**src/rtl/pli_pkg.sv**
```systemverilog
// ----------------------------------------------------------------------------
// pli_pkg
// shared types and constants of the piecewise linear interpolation table
// ----------------------------------------------------------------------------
package pli_pkg;

  localparam logic MODE_WRITE = 1'b0;
  localparam logic MODE_EVAL  = 1'b1;

  localparam int unsigned COUNT_W   = 5;
  localparam int unsigned SLOT_W    = 4;
  localparam int unsigned DIV_STEPS = 33;
  localparam int unsigned DIV_CNT_W = $clog2(DIV_STEPS);

  typedef enum logic [1:0] {
    ST_VALUE   = 2'd0,
    ST_EMPTY   = 2'd1,
    ST_WRITTEN = 2'd2
  } status_e;

  typedef enum logic [2:0] {
    S_IDLE,
    S_FIRST,
    S_LAST,
    S_SCAN,
    S_MUL,
    S_DIV,
    S_RESP
  } state_e;

  typedef struct packed {
    logic               mode;
    logic [SLOT_W-1:0]  point_index;
    logic signed [31:0] x_value;
    logic signed [31:0] y_value;
  } in_item_t;

  typedef struct packed {
    logic signed [31:0] y_result;
    status_e            status;
  } out_item_t;

  typedef struct packed {
    logic signed [31:0] x;
    logic signed [31:0] y;
  } point_t;

  typedef struct packed {
    logic        start;
    logic [63:0] dividend;
    logic [31:0] divisor;
  } div_req_t;

  typedef struct packed {
    logic        done;
    logic [32:0] quotient;
  } div_rsp_t;

endpackage

```
**src/rtl/piecewise_linear_interp.sv**
```systemverilog
// ----------------------------------------------------------------------------
// piecewise_linear_interp
// breakpoint table with linear interpolation between bracketing points
// ----------------------------------------------------------------------------
// a write transfer goes from accept straight to the result state
// an evaluation ends early when clamped to the first or last point; otherwise
// it scans the segments with one table read per cycle, then multiplies and
// divides in the serial divider
// one item at a time; a new item is taken while the last result waits
// reset clears the point count and control state; table contents stay unknown
module piecewise_linear_interp #(
  parameter int unsigned MAX_POINTS = 16
) (
  input  logic                              clk_i,
  input  logic                              rst_ni,
  input  logic                              cfg_valid_i,
  output logic                              cfg_ready_o,
  input  logic [pli_pkg::COUNT_W-1:0]       cfg_data_i,
  input  logic                              in_valid_i,
  output logic                              in_ready_o,
  input  pli_pkg::in_item_t                 in_data_i,
  output logic                              out_valid_o,
  input  logic                              out_ready_i,
  output pli_pkg::out_item_t                out_data_o
);
  import pli_pkg::*;

  localparam int unsigned AW = $clog2(MAX_POINTS);
  localparam int unsigned CW = $clog2(MAX_POINTS + 1);

  state_e                state_q, state_d;
  logic [COUNT_W-1:0]    count_q;
  logic [CW-1:0]         n_c;
  logic                  slot_ok;

  logic signed [31:0]    q_q, q_d;
  logic signed [31:0]    px_q, px_d;
  logic signed [31:0]    py_q, py_d;
  logic signed [31:0]    dflt_q, dflt_d;
  logic [AW-1:0]         last_q, last_d;
  logic [AW-1:0]         k_q, k_d;
  logic [31:0]           width_q, width_d;
  logic [31:0]           along_q, along_d;
  logic [31:0]           mag_q, mag_d;
  logic                  neg_q, neg_d;
  logic signed [31:0]    res_y_q, res_y_d;
  status_e               res_st_q, res_st_d;
  logic signed [32:0]    dy;
  logic [63:0]           prod_w;

  logic                  wr_en;
  logic                  rd_en;
  logic [AW-1:0]         rd_addr;
  point_t                wr_data;
  point_t                rd_data;
  div_req_t              div_req;
  div_rsp_t              div_rsp;

  logic                  out_valid_q;
  out_item_t             out_data_q;
  logic                  out_load;

  pli_table #(
    .DEPTH(MAX_POINTS)
  ) u_table (
    .clk_i    (clk_i),
    .wr_en_i  (wr_en),
    .wr_addr_i(AW'(in_data_i.point_index)),
    .wr_data_i(wr_data),
    .rd_en_i  (rd_en),
    .rd_addr_i(rd_addr),
    .rd_data_o(rd_data)
  );

  pli_div u_div (
    .clk_i (clk_i),
    .rst_ni(rst_ni),
    .req_i (div_req),
    .rsp_o (div_rsp)
  );

  assign cfg_ready_o = 1'b1;

  always_ff @(posedge clk_i or negedge rst_ni) begin
    if (!rst_ni) begin
      count_q <= '0;
    end else if (cfg_valid_i) begin
      count_q <= cfg_data_i;
    end
  end

  assign n_c     = (32'(count_q) > MAX_POINTS) ? CW'(MAX_POINTS) : CW'(count_q);
  assign slot_ok = (32'(in_data_i.point_index) < MAX_POINTS);
  assign wr_data = '{x: in_data_i.x_value, y: in_data_i.y_value};

  assign dy     = {rd_data.y[31], rd_data.y} - {py_q[31], py_q};
  assign prod_w = mag_q * along_q;

  assign out_load = (state_q == S_RESP) && (!out_valid_q || out_ready_i);

  always_comb begin
    state_d          = state_q;
    in_ready_o       = 1'b0;
    wr_en            = 1'b0;
    rd_en            = 1'b0;
    rd_addr          = '0;
    div_req.start    = 1'b0;
    div_req.dividend = prod_w;
    div_req.divisor  = width_q;
    q_d              = q_q;
    px_d             = px_q;
    py_d             = py_q;
    dflt_d           = dflt_q;
    last_d           = last_q;
    k_d              = k_q;
    width_d          = width_q;
    along_d          = along_q;
    mag_d            = mag_q;
    neg_d            = neg_q;
    res_y_d          = res_y_q;
    res_st_d         = res_st_q;
    case (state_q)
      S_IDLE: begin
        in_ready_o = 1'b1;
        if (in_valid_i) begin
          q_d = in_data_i.x_value;
          if (in_data_i.mode == MODE_WRITE) begin
            wr_en    = slot_ok;
            res_y_d  = '0;
            res_st_d = ST_WRITTEN;
            state_d  = S_RESP;
          end else if (n_c == '0) begin
            res_y_d  = '0;
            res_st_d = ST_EMPTY;
            state_d  = S_RESP;
          end else begin
            rd_en   = 1'b1;
            rd_addr = '0;
            last_d  = AW'(n_c - 1'b1);
            state_d = S_FIRST;
          end
        end
      end
      S_FIRST: begin
        px_d     = rd_data.x;
        py_d     = rd_data.y;
        res_st_d = ST_VALUE;
        if (last_q == '0 || q_q <= rd_data.x) begin
          res_y_d = rd_data.y;
          state_d = S_RESP;
        end else begin
          rd_en   = 1'b1;
          rd_addr = last_q;
          state_d = S_LAST;
        end
      end
      S_LAST: begin
        if (q_q >= rd_data.x) begin
          res_y_d = rd_data.y;
          state_d = S_RESP;
        end else begin
          dflt_d  = rd_data.y;
          rd_en   = 1'b1;
          rd_addr = AW'(1);
          k_d     = AW'(1);
          state_d = S_SCAN;
        end
      end
      S_SCAN: begin
        if (q_q >= px_q && q_q <= rd_data.x) begin
          if (rd_data.x == px_q) begin
            res_y_d = py_q;
            state_d = S_RESP;
          end else begin
            width_d = 32'(rd_data.x - px_q);
            along_d = 32'(q_q - px_q);
            neg_d   = dy[32];
            mag_d   = dy[32] ? 32'(-dy) : 32'(dy);
            state_d = S_MUL;
          end
        end else if (k_q == last_q) begin
          res_y_d = dflt_q;
          state_d = S_RESP;
        end else begin
          px_d    = rd_data.x;
          py_d    = rd_data.y;
          k_d     = AW'(k_q + 1'b1);
          rd_en   = 1'b1;
          rd_addr = AW'(k_q + 1'b1);
        end
      end
      S_MUL: begin
        div_req.start = 1'b1;
        state_d       = S_DIV;
      end
      S_DIV: begin
        if (div_rsp.done) begin
          res_y_d = neg_q ? (py_q - $signed(div_rsp.quotient[31:0]))
                          : (py_q + $signed(div_rsp.quotient[31:0]));
          state_d = S_RESP;
        end
      end
      S_RESP: begin
        if (out_load) begin
          state_d = S_IDLE;
        end
      end
      default: begin
        state_d = S_IDLE;
      end
    endcase
  end

  always_ff @(posedge clk_i or negedge rst_ni) begin
    if (!rst_ni) begin
      state_q <= S_IDLE;
    end else begin
      state_q <= state_d;
    end
  end

  always_ff @(posedge clk_i) begin
    q_q      <= q_d;
    px_q     <= px_d;
    py_q     <= py_d;
    dflt_q   <= dflt_d;
    last_q   <= last_d;
    k_q      <= k_d;
    width_q  <= width_d;
    along_q  <= along_d;
    mag_q    <= mag_d;
    neg_q    <= neg_d;
    res_y_q  <= res_y_d;
    res_st_q <= res_st_d;
  end

  // output register, parts the result from the next item
  always_ff @(posedge clk_i or negedge rst_ni) begin
    if (!rst_ni) begin
      out_valid_q <= 1'b0;
    end else if (out_load) begin
      out_valid_q <= 1'b1;
    end else if (out_ready_i) begin
      out_valid_q <= 1'b0;
    end
  end

  always_ff @(posedge clk_i) begin
    if (out_load) begin
      out_data_q <= '{y_result: res_y_q, status: res_st_q};
    end
  end

  assign out_valid_o = out_valid_q;
  assign out_data_o  = out_data_q;

  a_div_done_in_div: assert property (@(posedge clk_i) disable iff (!rst_ni)
    div_rsp.done |-> state_q == S_DIV)
    else $error("divider finished outside the divide state");

  a_write_resp: assert property (@(posedge clk_i) disable iff (!rst_ni)
    (in_valid_i && in_ready_o && in_data_i.mode == MODE_WRITE)
      |=> (state_q == S_RESP && res_st_q == ST_WRITTEN))
    else $error("write transfer did not go straight to response");

  a_scan_bound: assert property (@(posedge clk_i) disable iff (!rst_ni)
    state_q == S_SCAN |-> k_q <= last_q)
    else $error("segment scan ran past the last point");

  a_empty_zero: assert property (@(posedge clk_i) disable iff (!rst_ni)
    (out_valid_o && out_data_o.status == ST_EMPTY) |-> out_data_o.y_result == '0)
    else $error("empty table result carries a value");

  a_start_from_mul: assert property (@(posedge clk_i) disable iff (!rst_ni)
    div_req.start |=> state_q == S_DIV)
    else $error("divider started without entering the divide state");

endmodule

```
**src/rtl/pli_table.sv**
```systemverilog
// ----------------------------------------------------------------------------
// pli_table
// breakpoint memory, one write port and one registered read port
// ----------------------------------------------------------------------------
module pli_table #(
  parameter int unsigned DEPTH = 16
) (
  input  logic                     clk_i,
  input  logic                     wr_en_i,
  input  logic [$clog2(DEPTH)-1:0] wr_addr_i,
  input  pli_pkg::point_t          wr_data_i,
  input  logic                     rd_en_i,
  input  logic [$clog2(DEPTH)-1:0] rd_addr_i,
  output pli_pkg::point_t          rd_data_o
);
  import pli_pkg::*;

  point_t mem_q [DEPTH];
  point_t rd_data_q;

  always_ff @(posedge clk_i) begin
    if (wr_en_i) begin
      mem_q[wr_addr_i] <= wr_data_i;
    end
  end

  always_ff @(posedge clk_i) begin
    if (rd_en_i) begin
      rd_data_q <= mem_q[rd_addr_i];
    end
  end

  assign rd_data_o = rd_data_q;

endmodule

```
**src/rtl/pli_div.sv**
```systemverilog
// ----------------------------------------------------------------------------
// pli_div
// restoring divider, one quotient bit per cycle, 33 quotient bits
// ----------------------------------------------------------------------------
module pli_div (
  input  logic              clk_i,
  input  logic              rst_ni,
  input  pli_pkg::div_req_t req_i,
  output pli_pkg::div_rsp_t rsp_o
);
  import pli_pkg::*;

  logic                 busy_q, busy_d;
  logic                 done_q, done_d;
  logic [DIV_CNT_W-1:0] cnt_q, cnt_d;
  logic [31:0]          rem_q, rem_d;
  logic [32:0]          num_q, num_d;
  logic [32:0]          quo_q, quo_d;
  logic [31:0]          dvs_q, dvs_d;
  logic [32:0]          rem_sh;
  logic [33:0]          diff;

  assign rem_sh = {rem_q, num_q[32]};
  assign diff   = {1'b0, rem_sh} - {2'b00, dvs_q};

  always_comb begin
    busy_d = busy_q;
    done_d = 1'b0;
    cnt_d  = cnt_q;
    rem_d  = rem_q;
    num_d  = num_q;
    quo_d  = quo_q;
    dvs_d  = dvs_q;
    if (req_i.start) begin
      busy_d = 1'b1;
      cnt_d  = '0;
      rem_d  = {1'b0, req_i.dividend[63:33]};
      num_d  = req_i.dividend[32:0];
      dvs_d  = req_i.divisor;
    end else if (busy_q) begin
      num_d = {num_q[31:0], 1'b0};
      if (!diff[33]) begin
        rem_d = diff[31:0];
        quo_d = {quo_q[31:0], 1'b1};
      end else begin
        rem_d = rem_sh[31:0];
        quo_d = {quo_q[31:0], 1'b0};
      end
      cnt_d = DIV_CNT_W'(cnt_q + 1'b1);
      if (cnt_q == DIV_CNT_W'(DIV_STEPS - 1)) begin
        busy_d = 1'b0;
        done_d = 1'b1;
      end
    end
  end

  always_ff @(posedge clk_i or negedge rst_ni) begin
    if (!rst_ni) begin
      busy_q <= 1'b0;
      done_q <= 1'b0;
      cnt_q  <= '0;
    end else begin
      busy_q <= busy_d;
      done_q <= done_d;
      cnt_q  <= cnt_d;
    end
  end

  always_ff @(posedge clk_i) begin
    rem_q <= rem_d;
    num_q <= num_d;
    quo_q <= quo_d;
    dvs_q <= dvs_d;
  end

  assign rsp_o = '{done: done_q, quotient: quo_q};

endmodule
```
**config.mk**
```make
export PLATFORM = sky130hd
export DESIGN_NAME = piecewise_linear_interp
export DESIGN_NICKNAME = d
export VERILOG_FILES = /design/src/rtl/pli_pkg.sv /design/src/rtl/piecewise_linear_interp.sv /design/src/rtl/pli_table.sv /design/src/rtl/pli_div.sv
export SDC_FILE = /design/constraint.sdc
export NUM_CORES = 2
export LEC_CHECK = 0
export BUFFER_PORTS_ARGS = -buffer_cell sky130_fd_sc_hd__buf_2
export CAP_MARGIN = 15
export CORE_MARGIN = 2
export CORE_UTILIZATION = 45
export DETAILED_ROUTE_END_ITERATION = 8
export GPL_TIMING_DRIVEN = 0
export PLACE_DENSITY = 0.59
export SLEW_MARGIN = 20
export SYNTH_ARGS = -nofsm -noshare
export SYNTH_HDL_FRONTEND = slang
export SYNTH_SLANG_ARGS = --single-unit
```
**constraint.sdc**
```tcl
create_clock -name clk_i -period 13.31 [get_ports clk_i]
set_input_delay 3.993 -clock clk_i [delete_from_list [all_inputs] [get_ports clk_i]]
set_output_delay 3.993 -clock clk_i [all_outputs]
set_load 0.05 [all_outputs]
```
==> results.py <==
metrics = {
    "min_path": {
        "hold_class": "reg -> reg",
        "holdPathStages": 0,
    },
    "route": {
        "drc_errors": 0,
        "wl_met3_mm": 18.4,
        "num_vias": 63529,
        "ant_nets": 0,
        "dr.pass1.iters": 8,
        "wl_mm": 287,
        "wl_per_cell_um": 24.5,
        "drt_iter0_drc": 5095,
        "wl_met2_mm": 135,
        "topRoutingLayerUsed": "met5",
        "drt-met1-wl_mm": 123,
        "viasPerCell": 5.43,
    },
    "logic_synthesis": {
        "synth_nets": 9640,
        "ys_types": 94,
        "synth_edf_count": 1517,
        "ys_seq_area_frac": 0.451,
        "synthFlopType": "edfxtp_1",
        "synth_area_sq_mm": 0.102,
        "synthCells": 8201,
        "avgSynthCellArea_sq_um": 12.4,
        "async_reset_ff_frac": 0.0111,
        "synth_seq_cells": 1535,
        "yosys_warnings": 0,
    },
    "sta": {
        "finalHoldViolCount": 0,
        "worst_slew_pin_slew_ns": 1.20,
        "setup_viol": 0,
        "hold_ws_ns": 0.405,
        "post-route-period-util": 0.749,
        "maxSlewViolCount": 0,
        "finClkSkew_ns": 0.0582,
        "slew_headroom": 0.198,
        "maxClockFrequency_ghz": 0.100,
        "tns_ns": 0,
        "fin_crit_ns": 9.97,
        "rsz0062_at_grt": "false",
    },
    "cts": {
        "cts_num_sinks": 1535,
        "clkLatencyLatePin_ns": 0.82,
        "cts_setup_buffers": 0,
        "cts_hold_buf": 0,
        "cts-htree-levels": 4,
        "clkTransAtPathRegs_ns": 0.06,
        "ctsResizeCount": 0,
        "cts_root_buf": "clkbuf_16",
        "cts_tree": "built",
        "clock_path_buffers": 3,
        "cts_buffers": 163,
    },
    "setup_path": {
        "critPathSlowestCell": "edfxtp_1",
        "criticalPathCategory": "reg -> reg",
        "crit_buf_inv": 4,
        "crit_cells": 26,
        "worstPathArrival_ns": 10.62,
        "start_kind": "flip-flop",
        "cp-end-kind": "flip-flop",
        "critPathMaxFanout": 10,
        "worst_path_most_repeated_cell": "fa_1",
        "required_ns": 13.95,
        "path_delay_family": "adder cells",
        "worst_path_largest_cell_delay_ns": 1.02,
        "reg2reg_depth": 26,
    },
    "finish": {
        "final_core_util": 0.504,
        "layoutNonFillerInstCount": 11709,
        "syn_to_final_growth_pct": 11.3,
        "nets": 10011,
        "drive_gt1_frac": 0.0681,
    },
    "grt": {
        "antenna_found_initial": 38,
        "grt_pass1_vias": 65776,
        "grt.total_usage": 0.252,
        "grt_max_degree": 56,
        "grt_pass1_wl_mm": 429,
        "grt-ovfl-total": 0,
    },
    "floorplanning": {
        "dieWidth_um": 480,
        "die_y_um": 480,
        "die_area_sq_mm": 0.230,
        "ios": 116,
        "start_util": 0.453,
        "core_region_area_sq_mm": 0.225,
        "rows": 174,
    },
    "placement": {
        "dp_hpwl_mm": 227,
        "io_buffers": 114,
        "placed_cells": 11399,
        "place.gp.congestion": 0.966,
    },
    "run": {
        "cap_violations": 0,
    },
    "status": {
        "status": "finished clean",
    },
}
## kinds of logic (layout without fill, tap and decap cells)
family / count (synthesis) / in the layout / synth area share
AOI/OAI and AO/OA: 834 / 834 / 0.0527
xor gates and xnor gates: 256 / 256 / 0.0220
adders and majority gates: 1360 / 1360 / 0.233
buffers and inverters: 1457 / 1968 / 0.0547
DFF: 1535 / 1535 / 0.451
muxes: 1011 / 1011 / 0.0994
other: 1 / 6 / 0.0000368
and+or+nand+nor: 1747 / 1747 / 0.0863
## cells in the final DEF (no fill, tap or decap), types with 40 or more instances in the layout
cell          n
a21o_1      129
and2_1      585
mux2i_1    1004
clkbuf_16   167
fa_1        901
nand3_1      46
xor2_1       75
nor2_1      192
clkbuf_1    303
a21oi_1     245
inv_1      1086
xnor2_1     181
nand2_1     640
o21a_1       40
edfxtp_1   1517
ha_1        459
buf_2       186
o21ai_0     165
nor3_1       42
## through the flow
step	cell area (sq um)	setup slack (ns)
4_1_cts	113000	3.54
2_1_floorplan	102000	2.81
3_5_place_dp	108000	3.60
6_report	113000	3.34
3_3_place_gp	106000	-4.94
5_1_grt	113000	3.05
## routing by layer
layer | global-route usage | vias up
li1 | - | 28706
met1 | 0.341 | 32409
met2 | 0.410 | 1864
met3 | 0.0471 | 502
met4 | 0.0824 | 48
met5 | 0 | -
## final cells by class
class | instances | area, sq um
clock buffers | 204 | 4350
clock inverters | 101 | 1060
well taps | 2992 | 3740
inverters | 1088 | 4080
repair buffers | 206 | 2140
plain buffers | 369 | 1500
multi-input cells | 5209 | 50500
fillers | 19710 | 112000
flip-flops and latches | 1535 | 46000
diodes | 5 | 12.5
## registers in the layout, summed over array words and instances (netlist names), 5 cells and up
signal	cells
along_q	32
count_q	5
dflt_q	32
mag_q	32
out_data_o	34
px_q	32
py_q	32
q_q	32
res_y_q	32
u_div.cnt_q	6
u_div.dvs_q	32
u_div.num_q	33
u_div.quo_q	32
u_div.rem_q	32
u_table.mem_q	1024
u_table.rd_data_o	64
width_q	32
## final timing paths
| kind | start | end | slack (ns) |
|---|---|---|---|
| setup / recovery | along_q[18] | u_div.rem_q[18] | 3.34 |
| hold / removal | res_y_q[29] | out_data_o[31] | 0.40 |
| setup reg to reg | along_q[18] | u_div.rem_q[18] | 3.34 |
| hold reg to reg | res_y_q[29] | out_data_o[31] | 0.40 |
| max in group asynchronous | rst_ni | state_q[0] | 9.56 |
| min in group asynchronous | rst_ni | u_div.cnt_q[2] | 3.26 |
## synth_stat cells, drive strengths merged, types with 16 or more instances
| cell type | number | area share |
|---|---|---|
| nor2 | 207 | 0.0076 |
| buf | 96 | 0.0046 |
| nand2b | 40 | 0.0025 |
| o21bai | 25 | 0.0018 |
| mux2i | 1004 | 0.099 |
| a21oi | 247 | 0.012 |
| edfxtp | 1517 | 0.45 |
| nor3 | 48 | 0.0024 |
| fa | 901 | 0.18 |
| a21o | 130 | 0.0096 |
| o21ai | 167 | 0.0082 |
| o21a | 40 | 0.0029 |
| nor4 | 16 | 0.00098 |
| nand3 | 46 | 0.0023 |
| nor2b | 35 | 0.0021 |
| xnor2 | 181 | 0.016 |
| xor2 | 75 | 0.0064 |
| or3 | 19 | 0.0012 |
| a22oi | 25 | 0.0019 |
| ha | 459 | 0.056 |
| and2 | 586 | 0.036 |
| a31oi | 25 | 0.0015 |
| nand2 | 642 | 0.024 |
| a211oi | 35 | 0.0026 |
| dfrtp | 17 | 0.0042 |
| inv | 1088 | 0.040 |
| clkbuf | 273 | 0.010 |
| nand4 | 38 | 0.0024 |
| and3 | 17 | 0.0011 |
## worst reg2reg max path: stages (launching register included)
cell	delay, ns
edfxtp_1	1.02
clkbuf_1	0.87
and2_1	0.29
fa_1	0.42
inv_1	0.09
fa_1	0.39
inv_1	0.10
fa_1	0.44
fa_1	0.62
fa_1	0.49
fa_1	0.48
fa_1	0.63
fa_1	0.47
ha_1	0.28
clkbuf_1	0.26
nand4_1	0.18
nor4_1	0.58
nand4b_1	0.18
a21oi_1	0.28
nor3_1	0.22
a21oi_1	0.29
a31oi_1	0.20
o221ai_1	0.36
a311oi_1	0.17
xnor2_1	0.28
nor2_1	0.07
a21oi_1	0.15
Power is not shown: default switching activity piles up to over one toggle a cycle in this logic, so the estimate is an artifact.
